==> config.mk <==
export PLATFORM = sky130hd
export DESIGN_NAME = wav_pcm_stream_parser
export DESIGN_NICKNAME = d
export VERILOG_FILES = /design/src/hdl/wps_pkg.sv /design/src/hdl/wav_pcm_stream_parser.sv
export SDC_FILE = /design/constraint.sdc
export NUM_CORES = 1
export LEC_CHECK = 0
export ABC_AREA = 1
export BUFFER_PORTS_ARGS = -buffer_cell sky130_fd_sc_hd__buf_2
export CAP_MARGIN = 20
export CORE_AREA = 2 2 246 248
export DETAILED_ROUTE_END_ITERATION = 8
export DIE_AREA = 0 0 248 250
export PLACE_DENSITY_LB_ADDON = 0.05
export SLEW_MARGIN = 15
export SYNTH_ARGS = -nofsm -noshare
export SYNTH_HDL_FRONTEND = slang
export SYNTH_SLANG_ARGS = --single-unit
==> constraint.sdc <==
create_clock -name clk -period 5.05 [get_ports clk]
set_clock_uncertainty 0.2 [all_clocks]
set_input_delay 0.2525 -clock clk [delete_from_list [all_inputs] [get_ports clk]]
set_output_delay 0.2525 -clock clk [all_outputs]
set_load 0.02 [all_outputs]
==> src/hdl/wps_pkg.sv <==
// Shared types, constants and helper functions for the WAV PCM stream parser.
`timescale 1ns / 1ps

package wps_pkg;

  typedef enum logic [1:0] {
    PH_HEADER,
    PH_DATA,
    PH_STOP
  } phase_t;

  // Result kinds.
  localparam logic [1:0] KIND_SAMPLE = 2'd0;
  localparam logic [1:0] KIND_HEADER = 2'd1;
  localparam logic [1:0] KIND_ERROR  = 2'd2;

  // Error codes.
  localparam logic [2:0] ERR_NOT_RIFF    = 3'd0;
  localparam logic [2:0] ERR_NOT_WAVE    = 3'd1;
  localparam logic [2:0] ERR_BAD_TAG     = 3'd2;
  localparam logic [2:0] ERR_NOT_PCM     = 3'd3;
  localparam logic [2:0] ERR_UNSUPPORTED = 3'd4;

  // Tags as little-endian words: the first byte of the stream sits in bits 7:0.
  localparam logic [31:0] TAG_RIFF = 32'h4646_4952;
  localparam logic [31:0] TAG_WAVE = 32'h4556_4157;
  localparam logic [31:0] TAG_FMT  = 32'h2074_6D66;
  localparam logic [31:0] TAG_DATA = 32'h6174_6164;

  localparam logic [15:0] FORMAT_PCM = 16'd1;

  // Byte of a tag word at a given position within the tag.
  function automatic logic [7:0] tag_byte(input logic [31:0] tag, input logic [1:0] idx);
    logic [7:0] b;
    case (idx)
      2'd0: b = tag[7:0];
      2'd1: b = tag[15:8];
      2'd2: b = tag[23:16];
      default: b = tag[31:24];
    endcase
    return b;
  endfunction

  // Mean of two signed samples, rounded toward minus infinity.
  function automatic logic signed [15:0] avg_floor(input logic signed [15:0] a,
                                                   input logic signed [15:0] b);
    logic signed [16:0] s;
    s = {a[15], a} + {b[15], b};
    return s[16:1];
  endfunction

endpackage

==> src/hdl/wav_pcm_stream_parser.sv <==
// Top level of the WAV PCM stream parser: header checks, field capture and sample decoding.
`timescale 1ns / 1ps

// Takes a WAV file one byte per request and checks its fixed 44-byte RIFF/PCM
// header, then returns one mono Q1.15 sample per frame, with stereo frames
// averaged and the final frame flagged. A header result reports channels,
// sample rate, depth and frame count; an error result stops parsing until a
// byte marked with first_byte arrives. The block takes one byte every cycle
// unless a waiting result is stalled: each byte is decoded by short logic
// straight into the result register, so a result is registered in the cycle
// after its byte, and the next byte enters while it waits if out_ready takes it.
module wav_pcm_stream_parser
  import wps_pkg::*;
(
  input  logic               clk,
  input  logic               rst,
  input  logic               in_valid,
  output logic               in_ready,
  input  logic [7:0]         data_byte,
  input  logic               first_byte,
  output logic               out_valid,
  input  logic               out_ready,
  output logic [1:0]         kind,
  output logic signed [15:0] sample,
  output logic               last_sample,
  output logic [2:0]         error_code,
  output logic [1:0]         channels,
  output logic [31:0]        rate_hz,
  output logic [4:0]         bits_per_sample,
  output logic [31:0]        frame_count
);

  phase_t      phase, phase_next, cur_phase;
  logic [5:0]  header_position, header_position_next, cur_position;
  logic [31:0] field_shift, field_shift_next, cur_field_shift, shifted;
  logic [15:0] format_word, format_word_next, cur_format_word;
  logic [1:0]  channel_count, channel_count_next, cur_channel_count;
  logic        depth_is_sixteen, depth_is_sixteen_next, cur_depth_is_sixteen;
  logic [31:0] rate_value, rate_value_next, cur_rate_value;
  logic [31:0] frames_left, frames_left_next, cur_frames_left;
  logic [1:0]  byte_in_frame, byte_in_frame_next, cur_byte_in_frame;
  logic [15:0] partial_sample, partial_sample_next, cur_partial_sample;

  logic               take;
  logic               res_valid;
  logic [1:0]         res_kind;
  logic signed [15:0] res_sample;
  logic               res_last;
  logic [2:0]         res_error;
  logic [1:0]         res_channels;
  logic [31:0]        res_rate;
  logic [4:0]         res_bits;
  logic [31:0]        res_frames;

  logic [15:0]        upper_half;
  logic [1:0]         frame_shift;
  logic [31:0]        frames_total;
  logic signed [15:0] byte_value;
  logic [15:0]        word_value;
  logic signed [15:0] emit_value;
  logic               emit;

  assign in_ready = !out_valid || out_ready;
  assign take     = in_valid && in_ready;

  // A marked byte sees the state as it is right after reset.
  always_comb begin
    if (first_byte) begin
      cur_phase            = PH_HEADER;
      cur_position         = '0;
      cur_field_shift      = '0;
      cur_format_word      = '0;
      cur_channel_count    = 2'd1;
      cur_depth_is_sixteen = 1'b0;
      cur_rate_value       = '0;
      cur_frames_left      = '0;
      cur_byte_in_frame    = '0;
      cur_partial_sample   = '0;
    end else begin
      cur_phase            = phase;
      cur_position         = header_position;
      cur_field_shift      = field_shift;
      cur_format_word      = format_word;
      cur_channel_count    = channel_count;
      cur_depth_is_sixteen = depth_is_sixteen;
      cur_rate_value       = rate_value;
      cur_frames_left      = frames_left;
      cur_byte_in_frame    = byte_in_frame;
      cur_partial_sample   = partial_sample;
    end
  end

  always_comb begin
    shifted      = {data_byte, cur_field_shift[31:8]};
    upper_half   = shifted[31:16];
    frame_shift  = {1'b0, cur_channel_count == 2'd2} + {1'b0, cur_depth_is_sixteen};
    frames_total = shifted >> frame_shift;
    byte_value   = {data_byte ^ 8'h80, 8'h00};
    word_value   = '0;
    emit_value   = '0;
    emit         = 1'b0;

    phase_next            = cur_phase;
    header_position_next  = cur_position;
    field_shift_next      = cur_field_shift;
    format_word_next      = cur_format_word;
    channel_count_next    = cur_channel_count;
    depth_is_sixteen_next = cur_depth_is_sixteen;
    rate_value_next       = cur_rate_value;
    frames_left_next      = cur_frames_left;
    byte_in_frame_next    = cur_byte_in_frame;
    partial_sample_next   = cur_partial_sample;

    res_valid    = 1'b0;
    res_kind     = KIND_SAMPLE;
    res_sample   = '0;
    res_last     = 1'b0;
    res_error    = ERR_NOT_RIFF;
    res_channels = '0;
    res_rate     = '0;
    res_bits     = '0;
    res_frames   = '0;

    case (cur_phase)
      PH_HEADER: begin
        field_shift_next     = shifted;
        header_position_next = cur_position + 6'd1;
        if (cur_position <= 6'd3) begin
          if (data_byte != tag_byte(TAG_RIFF, cur_position[1:0])) begin
            res_valid = 1'b1;
            res_error = ERR_NOT_RIFF;
          end
        end else if (cur_position >= 6'd8 && cur_position <= 6'd11) begin
          if (data_byte != tag_byte(TAG_WAVE, cur_position[1:0])) begin
            res_valid = 1'b1;
            res_error = ERR_NOT_WAVE;
          end
        end else if (cur_position >= 6'd12 && cur_position <= 6'd15) begin
          if (data_byte != tag_byte(TAG_FMT, cur_position[1:0])) begin
            res_valid = 1'b1;
            res_error = ERR_BAD_TAG;
          end
        end else if (cur_position == 6'd21) begin
          format_word_next = upper_half;
        end else if (cur_position == 6'd23) begin
          channel_count_next = (upper_half == 16'd1 || upper_half == 16'd2) ?
                               upper_half[1:0] : 2'd0;
        end else if (cur_position == 6'd27) begin
          rate_value_next = shifted;
        end else if (cur_position == 6'd35) begin
          if (cur_format_word != FORMAT_PCM) begin
            res_valid = 1'b1;
            res_error = ERR_NOT_PCM;
          end else if (cur_channel_count == 2'd0 ||
                       (upper_half != 16'd8 && upper_half != 16'd16)) begin
            res_valid = 1'b1;
            res_error = ERR_UNSUPPORTED;
          end else begin
            depth_is_sixteen_next = (upper_half == 16'd16);
          end
        end else if (cur_position >= 6'd36 && cur_position <= 6'd39) begin
          if (data_byte != tag_byte(TAG_DATA, cur_position[1:0])) begin
            res_valid = 1'b1;
            res_error = ERR_BAD_TAG;
          end
        end else if (cur_position == 6'd43) begin
          frames_left_next   = frames_total;
          byte_in_frame_next = '0;
          phase_next         = (frames_total == '0) ? PH_STOP : PH_DATA;
          res_valid          = 1'b1;
          res_kind           = KIND_HEADER;
          res_channels       = cur_channel_count;
          res_rate           = cur_rate_value;
          res_bits           = cur_depth_is_sixteen ? 5'd16 : 5'd8;
          res_frames         = frames_total;
        end
        // Any tag or format failure takes the error path.
        if (res_valid && res_kind == KIND_SAMPLE) begin
          res_kind   = KIND_ERROR;
          phase_next = PH_STOP;
        end
      end

      PH_DATA: begin
        if (!cur_depth_is_sixteen) begin
          if (cur_channel_count != 2'd2) begin
            emit       = 1'b1;
            emit_value = byte_value;
          end else if (cur_byte_in_frame == 2'd0) begin
            partial_sample_next = byte_value;
            byte_in_frame_next  = 2'd1;
          end else begin
            emit       = 1'b1;
            emit_value = avg_floor(cur_partial_sample, byte_value);
          end
        end else begin
          case (cur_byte_in_frame)
            2'd0: begin
              partial_sample_next = {8'h00, data_byte};
              byte_in_frame_next  = 2'd1;
            end
            2'd1: begin
              word_value = {data_byte, cur_partial_sample[7:0]};
              if (cur_channel_count != 2'd2) begin
                emit       = 1'b1;
                emit_value = word_value;
              end else begin
                partial_sample_next = word_value;
                byte_in_frame_next  = 2'd2;
              end
            end
            2'd2: begin
              // The right channel's low byte waits in the field assembler.
              field_shift_next   = {24'h0, data_byte};
              byte_in_frame_next = 2'd3;
            end
            default: begin
              word_value = {data_byte, cur_field_shift[7:0]};
              emit       = 1'b1;
              emit_value = avg_floor(cur_partial_sample, word_value);
            end
          endcase
        end
        if (emit) begin
          res_valid          = 1'b1;
          res_kind           = KIND_SAMPLE;
          res_sample         = emit_value;
          res_last           = (cur_frames_left == 32'd1);
          frames_left_next   = cur_frames_left - 32'd1;
          byte_in_frame_next = '0;
          if (cur_frames_left == 32'd1) begin
            phase_next = PH_STOP;
          end
        end
      end

      default: begin
      end
    endcase
  end

  always_ff @(posedge clk) begin
    if (rst) begin
      phase            <= PH_HEADER;
      header_position  <= '0;
      field_shift      <= '0;
      format_word      <= '0;
      channel_count    <= 2'd1;
      depth_is_sixteen <= 1'b0;
      rate_value       <= '0;
      frames_left      <= '0;
      byte_in_frame    <= '0;
      partial_sample   <= '0;
    end else if (take) begin
      phase            <= phase_next;
      header_position  <= header_position_next;
      field_shift      <= field_shift_next;
      format_word      <= format_word_next;
      channel_count    <= channel_count_next;
      depth_is_sixteen <= depth_is_sixteen_next;
      rate_value       <= rate_value_next;
      frames_left      <= frames_left_next;
      byte_in_frame    <= byte_in_frame_next;
      partial_sample   <= partial_sample_next;
    end
  end

  always_ff @(posedge clk) begin
    if (rst) begin
      out_valid <= 1'b0;
    end else if (take) begin
      out_valid <= res_valid;
    end else if (out_ready) begin
      out_valid <= 1'b0;
    end
  end

  always_ff @(posedge clk) begin
    if (take && res_valid) begin
      kind            <= res_kind;
      sample          <= res_sample;
      last_sample     <= res_last;
      error_code      <= res_error;
      channels        <= res_channels;
      rate_hz         <= res_rate;
      bits_per_sample <= res_bits;
      frame_count     <= res_frames;
    end
  end

endmodule

* Yosys cells after proc, flatten, opt, wreduce, memory -nomap -nowiden
Index checks and enable logic that the tools add are counted.
** Storage, ports and cells
- Bits in registers :: 235
- Bits in latches :: 0
- Memory bits (writable) :: 0
- ROM bits :: 0
- Output and inout bits :: 95
- Logic and storage cells :: 249
- Memories kept :: 0
** Operators by class
- $add $sub $neg :: 5
- $mul :: 0
- Divide/modulo/power cells :: 0
- Magnitude comparators :: 7
- Eq/ne operators :: 23
- Shift operators :: 1
- Muxes and demuxes :: 167
- Bitwise operators :: 3
- Reduce and logical (&&, ||, !) cells :: 23
** Operator list (number)
- 32-bit two-way mux :: 22
- 16-bit two-way mux :: 16
- 8-bit two-way mux :: 18
- 32-bit one-hot mux with 2 select lines :: 2
- 2-bit two-way mux :: 42
- 16-bit one-hot mux with 2 select lines :: 2
- 1-bit two-way mux :: 45
- 16-bit by 16-bit adder with 17-bit output :: 2
- 32-bit by 1-bit == test with 1-bit output, second input constant :: 1
- 32-bit zero test :: 1
- 8-bit inequality test :: 4
- 32-bit by 2-bit >> shifter with 32-bit output :: 1
- 32-bit by 1-bit subtractor with 32-bit output, second input constant :: 1
- 3-bit two-way mux :: 8
- 7-bit one-hot mux with 3 select lines :: 1
- 5-bit one-hot mux with 2 select lines :: 2
- 6-bit by 5-bit == test with 1-bit output, second input constant :: 3
- 16-bit by 1-bit == test with 1-bit output, second input constant :: 1
- 16-bit by 2-bit == test with 1-bit output, second input constant :: 1
- 16-bit by 5-bit == test with 1-bit output, second input constant :: 1
- 16-bit by 1-bit inequality test with 1-bit output, second input constant :: 1
- 16-bit by 4-bit inequality test with 1-bit output, second input constant :: 1
- 16-bit by 5-bit inequality test with 1-bit output, second input constant :: 1
- 5-bit one-hot mux with 3 select lines :: 1
- 25 further kinds :: 51

* Longest topological paths before layout
Gate-level depths: netlist of the first run.
- Depth after elaboration :: 26
- Depth in mapped cells :: 21
- Gate-level depth less buffers :: 17

* Worst setup path after synthesis of the first run
No wires, ideal clock.
- Path type :: input port to flip-flop
- Start point :: in first_byte
- End point :: reg bits_per_sample[3], enable pin
- Arrival :: 3.985 ns
- Setup slack :: 0.414 ns
- Cell stages on the path :: 14
- Path through :: buf_6 -> buf_4 -> buf_2 -> nor2_1 -> ha_1 -> nand3_1 -> nor2_4 -> inv_2 -> buf_2 -> nand3_1 -> nand2_1 -> nand3_1 -> nand3_1 -> nand2_1
** Between the ends
- Longest elaborated chain between the ends :: 25
- Elaborated cells between the ends (all ways) :: 89
** Ends and longest elaborated chain
- start: declaration :: line wav_pcm_stream_parser.sv:20 : input logic first_byte,
- 6-bit two-way mux :: line wav_pcm_stream_parser.sv:68 : if (first_byte) begin
- 2-bit == test or 2-bit zero test (tied branches) :: line wps_pkg.sv:35 : case (idx)
- 5-bit one-hot mux with 2 select lines :: line wps_pkg.sv:35
- 8-bit two-way mux :: line wav_pcm_stream_parser.sv:161 : end else if (cur_position >= 6'd36 && cur_position <= 6'd39) begin
- 8-bit two-way mux :: line wav_pcm_stream_parser.sv:150 : end else if (cur_position == 6'd35) begin
- 8-bit two-way mux :: line wav_pcm_stream_parser.sv:148 : end else if (cur_position == 6'd27) begin
- 8-bit two-way mux :: line wav_pcm_stream_parser.sv:145 : end else if (cur_position == 6'd23) begin
- 8-bit two-way mux :: line wav_pcm_stream_parser.sv:143 : end else if (cur_position == 6'd21) begin
- [9 not listed]
- 1-bit two-way mux :: line wav_pcm_stream_parser.sv:145
- 1-bit two-way mux :: line wav_pcm_stream_parser.sv:143
- 1-bit two-way mux :: line wav_pcm_stream_parser.sv:138 : end else if (cur_position >= 6'd12 && cur_position <= 6'd15) begin
- 1-bit two-way mux :: line wav_pcm_stream_parser.sv:133 : end else if (cur_position >= 6'd8 && cur_position <= 6'd11) begin
- 1-bit two-way mux :: line wav_pcm_stream_parser.sv:128 : if (cur_position <= 6'd3) begin
- 1-bit two-way mux :: line wav_pcm_stream_parser.sv:124 : case (cur_phase)
- 1-bit one-hot mux with 2 select lines * :: line wav_pcm_stream_parser.sv:124
- 1-bit logical AND * :: line wav_pcm_stream_parser.sv:279 : if (take && res_valid) begin
- end signal: assignment :: line wav_pcm_stream_parser.sv:286 : bits_per_sample <= res_bits;
- end: declaration :: line wav_pcm_stream_parser.sv:29 : output logic [4:0] bits_per_sample,
Every way passes the cells marked *; elsewhere a longest branch is shown, timed or not. The select of a mux whose other input is x is not followed.
A chain may end at the register's enable or synchronous reset.

* Worst setup path after layout of the first run
- Start point :: reg channel_count[0]
- End point :: reg phase[1]
** Between the ends
- Longest elaborated chain between the ends :: 17
- Elaborated cells between the ends (all ways) :: 37
** Ends and longest elaborated chain
- start: declaration :: line wav_pcm_stream_parser.sv:37 : logic [1:0] channel_count, channel_count_next, cur_channel_count;
- start signal: assignment :: line wav_pcm_stream_parser.sv:259 : channel_count <= channel_count_next;
- 2-bit two-way mux * :: line wav_pcm_stream_parser.sv:68
- 2-bit == test :: line wav_pcm_stream_parser.sv:96 : frame_shift = {1'b0, cur_channel_count == 2'd2} + {1'b0, cur_depth_is_sixteen};
- 1-bit by 1-bit adder with 2-bit output :: line wav_pcm_stream_parser.sv:96
- 32-bit by 2-bit >> shifter with 32-bit output :: line wav_pcm_stream_parser.sv:97 : frames_total = shifted >> frame_shift;
- 32-bit zero test :: line wav_pcm_stream_parser.sv:169 : phase_next = (frames_total == '0) ? PH_STOP : PH_DATA;
- 2-bit two-way mux :: line wav_pcm_stream_parser.sv:169
- 2-bit two-way mux :: line wav_pcm_stream_parser.sv:166 : end else if (cur_position == 6'd43) begin
- 2-bit two-way mux :: line wav_pcm_stream_parser.sv:161
- 2-bit two-way mux :: line wav_pcm_stream_parser.sv:150
- 2-bit two-way mux :: line wav_pcm_stream_parser.sv:148
- 2-bit two-way mux :: line wav_pcm_stream_parser.sv:145
- 2-bit two-way mux :: line wav_pcm_stream_parser.sv:143
- 2-bit two-way mux :: line wav_pcm_stream_parser.sv:138
- 2-bit two-way mux :: line wav_pcm_stream_parser.sv:133
- 2-bit two-way mux :: line wav_pcm_stream_parser.sv:128
- 2-bit two-way mux :: line wav_pcm_stream_parser.sv:178 : if (res_valid && res_kind == KIND_SAMPLE) begin
- 2-bit one-hot mux with 2 select lines * :: line wav_pcm_stream_parser.sv:124
- end signal: assignment :: line wav_pcm_stream_parser.sv:255 : phase <= phase_next;
- end: declaration :: line wav_pcm_stream_parser.sv:33 : phase_t phase, phase_next, cur_phase;
Marks and branches as above.

==> results of run 1 <==
worst paths after layout:
path              slack, ns  cells past startpoint                          start                     endpoint
hold / removal         0.03                      6                      out_ready       out_valid$_SDFFE_PP0P_
setup / recovery       1.51                     16  channel_count[0]$_SDFFE_PP1P_        phase[1]$_SDFFE_PP0P_
setup reg to reg       1.51                     16  channel_count[0]$_SDFFE_PP1P_        phase[1]$_SDFFE_PP0P_
hold reg to reg        0.26                      2    rate_value[18]$_SDFFE_PP0P_  rate_value[18]$_SDFFE_PP0P_
layout make-up:
type                       instances  area [sq um]
sequential                       232          5550
clock buffer                      43           903
inverter                         233           877
clock inverter                    14           110
multi-input combinational       1530          7770
fill                            6584         42600
tap                              782           978
timing repair buffer             137           818
cells in the mapped netlist (all sizes together) (2+ instances only):
cell type and number:
nand3 158, nand3b 6, a221oi 34, nand2 424
fa 2, a21oi 203, nor4 4, a32oi 3
ha 24, o22ai 9, nor2 278, inv 232
o21ai 170, or2 5, o32ai 2, nand4 22
a31oi 28, o211ai 68, a22oi 2, a211oi 6
edfxtp 90, o221ai 4, o21bai 3, o2111ai 2
nor3b 2, dfxtp 142, o311ai 2, clkbuf 88
a21o 4, buf 42, xor2 22, xnor2 2
nor3 27
what timing repair did:
item                      4_1_cts  5_1_grt
hold endpoints to repair       18        0
hold buffers                    4        0
buffers inserted                0        0
metal layers:
layer	vias to the layer above	share of wire [%]	global-route usage [%]	wire length [microns]
met5	-	0	0	0
met4	0	2.0	4.33	1230
met3	83	4.8	2.67	2960
met2	388	46	31.9	28600
met1	7210	47	27.4	28900
li1	7310	-	-	-
worst min-delay path, stage by stage:
cell,delay [ns]
buf_2,0.10
inv_1,0.04
nand2_1,0.13
nand3_1,0.15
nand2_1,0.06
inv_1,0.05
logic make-up after synthesis:
kind of cell    after synthesis  synth area share [%]
compound gates              550                  21.9
xor+xnor                     24                  1.43
fa+ha+maj                    26                  2.31
buf+inv                     363                  9.94
flops                       232                  37.6
other cells                   1                0.0254
simple gates                927                  26.8
placed cells by master, fill, tap and decap left out, drive strengths merged, types with 9 or more instances in the layout:
cell type	instances
o22ai	9
a31oi	28
edfxtp	90
nand2	424
nor3	27
nand3	158
inv	232
ha	24
o211ai	68
nor2	278
xor2	22
clkinv	9
nand4	22
o21ai	170
a21oi	203
dfxtp	142
clkbuf	43
buf	133
a221oi	34
through the flow:
step / power (W) / worst slack (ns)
after global placement: 0.00321 / 1.00
final: 0.00538 / 1.51
after floorplan: 0.00286 / 0.414
after global routing: 0.00567 / 1.09
after CTS: 0.00548 / 1.53
after detailed placement: 0.00321 / 1.03
registers in the layout, summed over array words and instances (netlist names):
name / flops
field_shift: 32
frame_count: 32
frames_left: 32
rate_hz: 32
rate_value: 32
format_word: 16
partial_sample: 16
sample: 16
header_position: 6
error_code: 3
bits_per_sample: 2
byte_in_frame: 2
channel_count: 2
channels: 2
kind: 2
phase: 2
depth_is_sixteen: 1
last_sample: 1
out_valid: 1
power breakdown:
group          total (W)  internal, W  leakage (nW)  switching, W
clock            0.00221      0.00129         0.487      0.000915
sequential       0.00214      0.00208          2.07     0.0000605
combinational    0.00103     0.000275          4.38      0.000756
==> results by group, run 1 <==
Yosys
  • Async set-or-reset flop fraction in the synthesized netlist: 0%
  • Avg Synthesized Cell Area: a little under 7 sq um
  • Main synth FF type: dfxtp_1
  • Cell variety after synth: ~60
  • Sequential area share after synthesis: 37.6%
  • Area leader, netlist: dfxtp_1
  • Share of the synthesized area in the top cell type: between 10% and 20%
  • Synth Cell Area: around 15,000 sq um
  • Post-synthesis instance total: 2,123
  • YS warnings: 0
  • Yosys reg bits: approximately 230
  • Synth top area cells: dfxtp_1, edfxtp_1, nand2_1, a21oi_1, nor2_1
  • Number of synthesized flops with an enable pin: 90

Setup path
  • Worst path bufs/invs: 4
  • Slowest cell on crit path: inv_1
  • CP delay by family, top: simple AND/OR/NAND/NOR gates
  • Crit-path cells: inv_1, nand3_4, inv_1, ha_1, buf_4, inv_1, nand3_1, nand2_1, nand2_1, nor2_1, nand3_1, nor2_1, nand4_1, nand2_1, nor2_1, nor2_1
  • Crit path DAT: around 3.9 ns
  • Crit-path max cell delay: slightly below 0.8 ns
  • WS Path Type: flip-flop to flip-flop
  • Startpoint types: flip-flop
  • CP Capture Type: flip-flop
  • CP dominant cell by count: nor2_1
  • CP max FO: 33
  • Req. time, crit path: between 5 and 6 ns

Floorplanning
  • Cell Rows: 90
  • Starting Density: between 20 and 25%
  • Die width: approximately 250 microns
  • Die Y: about 250 microns
  • Core ar.: between 50,000 and 60,000 sq um
  • Die ar.: 62,000 sq um
  • Io pins: between 100 and 150

CTS
  • Clock-pin slew on the worst setup and hold paths: roughly 0.06 ns
  • Post-CTS Resized: 0
  • Max clock buf depth: 3
  • Worst-Skew Late Latency: a little under 0.6 ns
  • CTS root buffer: clkbuf_16
  • Htree depth: 1
  • Num CTS Buffers: 31
  • CTS sink cnt: between 200 and 250
  • CTS tree: built

Timing
  • Relative slew slack: 26.1%
  • Final slew viol count: 0
  • Fin. Hold Viols: 0
  • Crit path time final: 3.54 ns
  • Hold WS: about 0.027 ns
  • RSZ-0062 raised after global routing: no
  • Post-route clock period utilization: ~70%
  • Final setup vio count: 0
  • Slew @ Worst Pin: 1.10 ns
  • Setup TNS: 0 ns
  • Fmax: around 0.28 GHz

Detailed routing
  • Drc violations: 0
  • Detailed Route Iter0 Violations: roughly 1,200
  • TritonRoute pass-1 iters: 7
  • Vias per inst: approximately 5.0
  • DR WL/cell: approximately 21 microns
  • Vias: 15,000
  • ANT nets after route: 0
  • WL final: 61.7 mm

Global routing
  • Tot GR Track Use: about a fifth
  • Largest net degree at the start of global routing: 85
  • Vias in the first global route: 14,400
  • Initial antenna violation count: 1
  • First-pass GRT wire length: around 93 mm
  • Overflow after GRT: 0

Placement
  • Placed Cells: 2,910
  • Dpl cell area: roughly 16,000 sq um
  • Routability cong.: 0.879
  • DP HPWL: 43.8 mm
  • I/O Buffers: roughly 100

Cells and area
  • Post-Layout Cell Count: approximately 3,000
  • Final core occ: 28.5%
  • Share of layout cells above drive strength 1: 11.1%
  • Design area: between 15,000 and 20,000 sq um
  • Layout area overhead: 15.3%
  • Diode count: 0
  • # nets final: between 2,000 and 2,500

Min path
  • HP Class: primary input to flip-flop

Power and ir drop
  • LEAKAGE: approximately 6.9 nW
  • Pwr Density: approximately 320 nW/um^2
  • Maximum VDD drop: roughly 0.21 mV

Run status
  • Outcome: completed

Job
  • Max capacitance violation total: 0
No activity file was read; power rests on OpenSTA's default activity.
==> run 2, diff against run 1 <==
==> constraint.sdc (replaced) <==
create_clock -name clk -period 2.97 [get_ports clk]
set_clock_uncertainty 0.2 [all_clocks]
set_input_delay 0.1485 -clock clk [delete_from_list [all_inputs] [get_ports clk]]
set_output_delay 0.1485 -clock clk [all_outputs]
set_load 0.02 [all_outputs]
==> run 2 against run 1 <==
Effect of this change:
- worst setup slack lost 1.4 ns
- count of clock-buffer cells in the layout fell by 5
- sequential power is 70% higher
- largest power group unchanged
- highest routed layer unchanged
- design area up 8.4%
- cell count rose by 5.2%
==> results by group, run 2 (synthesis results as in run 1) <==
Timing
  • Setup TNS: 0 ns (unchanged)
  • Fin worst setup slack: 0.0961 ns (was 1.51 ns)
  • Final slew viol count: 0 (unchanged)
  • Relative slew slack: 36.7% (was 26.1%)
  • Final setup vio count: 0 (unchanged)
  • Post-route clock period utilization: between 90% and 100%
  • RSZ-0062 raised after global routing: no (unchanged)
  • Fmax: between 0.3 and 0.4 GHz
  • Hold WS: 0.0511 ns (was 0.0268 ns)
  • Fin. Hold Viols: 0 (unchanged)
  • Slew @ Worst Pin: 0.950 ns (was 1.10 ns)
  • Crit path time final: roughly 2.9 ns

Power and ir drop
  • Combinational share of power: 21.6% (was 19.2%)
  • Maximum VDD drop: 0.352 mV (was 0.210 mV)
  • Pwr Density: 510 nW/um^2 (was 316 nW/um^2)
  • P_sw: 0.00304 W (was 0.00173 W)
  • Seq pwr share: 38.7% (was 39.7%)
  • LEAKAGE: 7.76 nW (was 6.93 nW)
  • Switching Fraction: 32.4% (was 32.2%)
  • Clock share of power: 39.7% (was 41.1%)
  • Internal: 0.00635 W (was 0.00365 W)

Global routing
  • Initial antenna violation count: 2 (was 1)
  • Tot GR Track Use: 20.1% (was 19.6%)
  • Overflow after GRT: 0 (unchanged)
  • Vias in the first global route: 14,800 (was 14,400)
  • First-pass GRT wire length: 94.9 mm (was 92.8 mm)
  • Largest net degree at the start of global routing: 82 (was 85)

Setup path
  • Startpoint types: primary input (was flip-flop)
  • Setup crit start: first_byte (was channel_count[0]$_SDFFE_PP1P_)
  • CP Capture Type: flip-flop (unchanged)
  • Worst Setup EP: kind[1]$_SDFFCE_PN0P_ (was phase[1]$_SDFFE_PP0P_)
  • R2R Setup Slk: 0.24 ns (was 1.51 ns)
  • Crit path DAT: 2.97 ns (was 3.86 ns)
  • CP max FO: 16 (was 33)
  • Worst R2R Start: channel_count[0]$_SDFFE_PP1P_ (unchanged)
  • Reg2Reg Depth: 16 (unchanged)
  • WS Path Type: primary input to flip-flop (was flip-flop to flip-flop)
  • Reg-to-Reg End: phase[0]$_SDFFE_PP0P_ (was phase[1]$_SDFFE_PP0P_)
  • Req. time, crit path: 3.07 ns (was 5.37 ns)

CTS
  • CTS tree: built (unchanged)
  • Worst-Skew Late Latency: 0.58 ns (about the same)
  • Num CTS Buffers: 30 (was 31)
  • Max clock buf depth: 3 (unchanged)
  • CTS sink cnt: 232 (unchanged)
  • Htree depth: 1 (unchanged)
  • Clock-pin slew on the worst setup and hold paths: 0.06 ns (about the same)
  • CTS root buffer: clkbuf_16 (unchanged)

Placement
  • Post-Place Setup Slack: 0.0971 ns (was 1.03 ns)
  • I/O Buffers: 104 (unchanged)
  • DP HPWL: 46.3 mm (was 43.8 mm)
  • Routability cong.: 0.897 (was 0.879)

Floorplanning
  • Io pins: 108 (unchanged)
  • Starting Density: 24.8% (unchanged)
  • Die ar.: 62,000 sq um (unchanged)
  • Die width: 248 microns (unchanged)
  • Cell Rows: 90 (unchanged)
  • Core ar.: 59,600 sq um (unchanged)
  • Die Y: 250 microns (unchanged)

Cells and area
  • Layout area overhead: 25.0% (was 15.3%)
  • Most common cell after layout, fill and taps aside: nand2_1 (unchanged)
  • Most frequent cells in the layout: nand2_1, nor2_1, inv_1 (unchanged)
  • Diode count: 0 (unchanged)
  • Fill count: 6,507 (was 6,584)
  • Share of layout cells above drive strength 1: 17.1% (was 11.1%)
  • # nets final: 2,359 (was 2,204)

Min path
  • HP Class: primary input to flip-flop (unchanged)
  • Hold path start: data_byte[1] (was out_ready)

Detailed routing
  • Detailed Route Iter0 Violations: 1,165 (was 1,151)
  • TritonRoute pass-1 iters: 7 (unchanged)
  • WL final: 64.6 mm (was 61.7 mm)
  • ANT nets after route: 0 (unchanged)
  • Vias: 15,400 (was 15,000)
  • Vias per inst: 4.92 (was 5.05)
  • DR WL/cell: 20.7 microns (was 20.8 microns)
  • Drc violations: 0 (unchanged)

Run status
  • Outcome: completed (unchanged)

Job
  • Max capacitance violation total: 0 (unchanged)
run 2: layout make-up:
type,count,area (sq um),share of cell area [%]
timing repair buffer,291,2200,12.0
clock inverter,18,165,0.896
multi-input combinational,1532,7840,42.6
tap,782,978,5.31
inverter,233,880,4.77
sequential,232,5550,30.1
clock buffer,38,812,4.41
run 2: what timing repair did:
item / CTS / global route
buffers inserted: 0 / 2
setup endpoints to repair: 0 / 88
resized for setup: 0 / 16
hold endpoints to repair: 16 / 0
hold buffers: 8 / 0
run 2: worst max-delay path, cell delays in order:
cell	delay, ns
dlygate4sd3_1	0.52
buf_4	0.18
inv_6	0.10
buf_4	0.21
nand2_1	0.19
inv_1	0.11
nor2_2	0.13
inv_1	0.06
nor2_1	0.48
nand3_4	0.31
nand2_8	0.29
clkbuf_16	0.22
run 2: power groups by stage:
stage | combinational (W) | clock (W) | sequential [W]
3_3_place_gp | 0.00195 | 0 | 0.00370
4_1_cts | 0.00196 | 0.00385 | 0.00364
2_1_floorplan | 0.00106 | 0 | 0.00380
6_report | 0.00203 | 0.00373 | 0.00364
5_1_grt | 0.00223 | 0.00398 | 0.00366
3_5_place_dp | 0.00195 | 0 | 0.00370
run 2: worst min path at each step:
stage	slack, ns	cells past startpoint	end
after floorplan	0.20	2	field_shift[29]$_SDFFE_PP0P_
after global placement	0.25	2	rate_value[16]$_SDFFE_PP0P_
after detailed placement	0.26	2	rate_value[10]$_SDFFE_PP0P_
after CTS	0.03	3	channel_count[0]$_SDFFE_PP1P_
after global routing	0.1	3	sample[9]$_SDFFCE_PN0P_
final	0.05	3	sample[9]$_SDFFCE_PN0P_
run 2: through the flow:
| step | util, % | power [W] | instance area [sq um] | instances |
|---|---|---|---|---|
| after CTS | 30.6 | 0.00945 | 18200 | 3116 |
| after detailed placement | 28.8 | 0.00565 | 17100 | 3052 |
| after floorplan | - | 0.00487 | 14800 | 2125 |
| final | 30.9 | 0.00940 | 18400 | 3126 |
| after global routing | 30.9 | 0.00987 | 18400 | 3126 |
| after global placement | 28.8 | 0.00565 | 17100 | 3052 |
run 2: metal layers:
metal  track usage [%]  part of all wire (%)  vias to the layer above
met5                 0                     0                        -
met4              5.54                   2.5                        0
met3              2.17                   4.4                       81
met2              32.4                    46                      357
met1              28.4                    47                     7307
li1                  -                     -                     7621
==> run 3, diff against run 2 <==
--- a/config.mk
+++ b/config.mk
@@ -6,9 +6,10 @@
 export NUM_CORES = 1
 export LEC_CHECK = 0
 export ABC_AREA = 1
-export BUFFER_PORTS_ARGS = -buffer_cell sky130_fd_sc_hd__buf_2
+export BUFFER_PORTS_ARGS = -buffer_cell sky130_fd_sc_hd__buf_4
 export CAP_MARGIN = 20
 export CORE_AREA = 2 2 246 248
+export CTS_CLUSTER_SIZE = 14
 export DETAILED_ROUTE_END_ITERATION = 8
 export DIE_AREA = 0 0 248 250
 export PLACE_DENSITY_LB_ADDON = 0.05
==> run 3 against run 2 <==
Effect of this change:
- clock power grew 13%
- global-route usage grew 0.12 points
- non-clock buffer count shrank 7
- sequential power is essentially flat
- cell count shrank 0.22%
- first-iteration DRC count shrank 0.60%
- count of clock-buffer cells in the layout shrank 3
==> results by group, run 3 (synthesis results as in run 1) <==
Cells and area
  • Most frequent cells in the layout: nand2_1, nor2_1, buf_4 (was nand2_1, nor2_1, inv_1)
  • Footprint of the multi-input gates: 7790 sq um (was 7840 sq um)
  • # nets final: 2,351 (was 2,359)
  • Layout area overhead: 26.4% (was 25.0%)
  • Fill count: 6,497 (was 6,507)
  • Post-Layout Cell Count: 3,119 (was 3,126)
  • Most common cell after layout, fill and taps aside: nand2_1 (unchanged)
  • Share of layout cells above drive strength 1: 16.6% (was 17.1%)
  • Reg area: 5550 sq um (unchanged)

Floorplanning
  • Cell Rows: 90 (unchanged)
  • Starting Density: 24.8% (unchanged)
  • Die Y: 250 microns (unchanged)
  • Die ar.: 62,000 sq um (unchanged)
  • Io pins: 108 (unchanged)
  • Die width: 248 microns (unchanged)
  • Core ar.: 59,600 sq um (unchanged)

CTS
  • Worst-Skew Late Latency: 0.59 ns (was 0.58 ns)
  • Postcts setup bufs: 0 (unchanged)
  • Max clock buf depth: 3 (unchanged)
  • Num CTS Buffers: 31 (was 30)
  • CTS tree: built (unchanged)
  • Clock-pin slew on the worst setup and hold paths: 0.06 ns (about the same)
  • CTS sink cnt: 232 (unchanged)
  • Htree depth: 1 (unchanged)
  • CTS root buffer: clkbuf_16 (unchanged)

Timing
  • Setup TNS: 0 ns (unchanged)
  • Post-route clock period utilization: 94.0% (was 96.8%)
  • Slew @ Worst Pin: 0.725 ns (was 0.950 ns)
  • RSZ-0062 raised after global routing: no (unchanged)
  • Final setup vio count: 0 (unchanged)
  • Final slew viol count: 0 (unchanged)
  • Fin. Hold Viols: 0 (unchanged)
  • Fmax: 0.358 GHz (was 0.348 GHz)
  • Relative slew slack: 51.6% (was 36.7%)
  • Crit path time final: 2.79 ns (was 2.87 ns)

Setup path
  • CP max FO: 62 (was 16)
  • CP Capture Type: flip-flop (unchanged)
  • Reg-to-Reg End: field_shift[31]$_SDFFE_PP0P_ (was phase[0]$_SDFFE_PP0P_)
  • Req. time, crit path: 3.24 ns (was 3.07 ns)
  • Slowest cell on crit path: buf_4 (was dlygate4sd3_1)
  • Crit path DAT: 3.06 ns (was 2.97 ns)
  • R2R Setup Slk: 0.18 ns (was 0.24 ns)
  • Startpoint types: flip-flop (was primary input)
  • Setup crit start: out_valid$_SDFFE_PP0P_ (was first_byte)
  • CP dominant cell by count: buf_4
  • WS Path Type: flip-flop to flip-flop (was primary input to flip-flop)
  • Crit-path max cell delay: 0.58 ns (was 0.52 ns)
  • Reg2Reg Depth: 9 (was 16)
  • Crit-path cells: nand2_1, nand2_4, buf_4, inv_2, buf_4, o22ai_1, a31oi_1, nor2_1, dlygate4sd3_1 (was dlygate4sd3_1, buf_4, inv_6, buf_4, nand2_1, inv_1, nor2_2, inv_1, nor2_1, nand3_4, nand2_8, clkbuf_16)
  • Worst R2R Start: out_valid$_SDFFE_PP0P_ (was channel_count[0]$_SDFFE_PP1P_)

Detailed routing
  • ANT nets after route: 0 (unchanged)
  • Vias per inst: 4.93 (was 4.92)
  • DR WL/cell: 20.5 microns (was 20.7 microns)
  • TritonRoute pass-1 iters: 5 (was 7)
  • WL final: 63.8 mm (was 64.6 mm)
  • Detailed Route Iter0 Violations: 1,158 (was 1,165)
  • Vias: 15,400 (about the same)
  • Drc violations: 0 (unchanged)

Global routing
  • Grt peak-use layer: met2 (unchanged)
  • Met2 GRT Util: 33.0% (was 32.4%)
  • Tot GR Track Use: 20.3% (was 20.1%)
  • Initial antenna violation count: 2 (unchanged)
  • First-pass GRT wire length: 95.8 mm (was 94.9 mm)
  • Overflow after GRT: 0 (unchanged)
  • Vias in the first global route: 14,800 (about the same)
  • Met1 Track Usage GR: 28.4% (about the same)
  • Largest net degree at the start of global routing: 63 (was 82)
  • GR Util met3: 2.37% (was 2.17%)

Min path
  • Hold path start: data_byte[0] (was data_byte[1])
  • HP Class: primary input to flip-flop (unchanged)
  • Hold Crit Endpoint: format_word[8]$_SDFFE_PP0P_ (was sample[9]$_SDFFCE_PN0P_)
  • Hold path cells: 5 (was 3)

Placement
  • DP HPWL: 47.1 mm (was 46.3 mm)
  • Placed Cells: 3,049 (was 3,052)
  • Routability cong.: 0.875 (was 0.897)
  • I/O Buffers: 104 (unchanged)

Power and ir drop
  • Pwr Density: 529 nW/um^2 (was 510 nW/um^2)
  • LEAKAGE: 7.80 nW (was 7.76 nW)
  • Maximum VDD drop: 0.350 mV (was 0.352 mV)

Job
  • Max capacitance violation total: 0 (unchanged)

Run status
  • Outcome: completed (unchanged)
-- run 3: changes by cell type in the layout (fill, tap and decap cells not counted), sizes merged --
cell,before,now
bufinv,3,7
clkinvlp,2,4
clkinv,14,12
buf,279,272
clkbuf,42,35
diode,0,1
nand2,426,424
dlygate4sd3,8,12
-- run 3: report_power, final --
group	total [W]	internal (W)	leakage (nW)	switching, W
Combinational	0.00201	0.000659	5.20	0.00136
Sequential	0.00365	0.00353	2.06	0.000112
Clock	0.00420	0.00261	0.542	0.00159
Total	0.00986	0.00680	7.80	0.00306
-- run 3: worst max-delay path: cells and delay by family (launching register included) --
| family | cells | cell delay (ns) |
|---|---|---|
| buffers and inverters | 4 | 1.51 |
| AOI/OAI and AO/OA | 2 | 0.32 |
| DFF | 1 | 0.31 |
| and+or+nand+nor | 3 | 0.30 |
-- run 3: layer usage --
metal	part of all wire, %	vias to the layer above
li1	-	7602
met1	47	7338
met2	47	353
met3	4.5	77
met4	2.2	0
met5	0	-
-- run 3: how the worst max path moves through the flow --
stage                                              end  depth (start not counted)
after floorplan                  phase[0]$_SDFFE_PP0P_                         16
after global routing      field_shift[31]$_SDFFE_PP0P_                          9
after CTS                     sample[15]$_SDFFCE_PN0P_                         18
after detailed placement      sample[15]$_SDFFCE_PN0P_                         17
final                     field_shift[31]$_SDFFE_PP0P_                          9
after global placement        sample[15]$_SDFFCE_PN0P_                         17
-- run 3: stage by stage --
step	power, W	hold slack [ns]	instance area (sq um)	worst slack (ns)	util (%)
floorplan	0.00487	0.199	14800	0.0602	-
global placement	0.00573	0.251	17400	0.100	29.2
detailed placement	0.00572	0.255	17400	0.0962	29.2
CTS	0.0100	0.00961	18600	0.148	31.3
global route	0.0103	0.0742	18600	0.000356	31.3
finish	0.00986	0.0468	18600	0.179	31.3
-- run 3: what timing repair did --
action	CTS	global route
hold buffers	12	0
endpoints found under the hold margin	41	0
setup endpoints to repair	0	46
gates resized for setup	0	3
-- run 3: layout make-up --
cell class | count | share of cell area (%)
antenna | 1 | 0.0134
timing repair buffer | 284 | 12.4
tap | 782 | 5.25
clock buffer | 35 | 4.47
multi-input combinational | 1530 | 41.8
clock inverter | 22 | 1.58
inverter | 233 | 4.72
sequential | 232 | 29.8
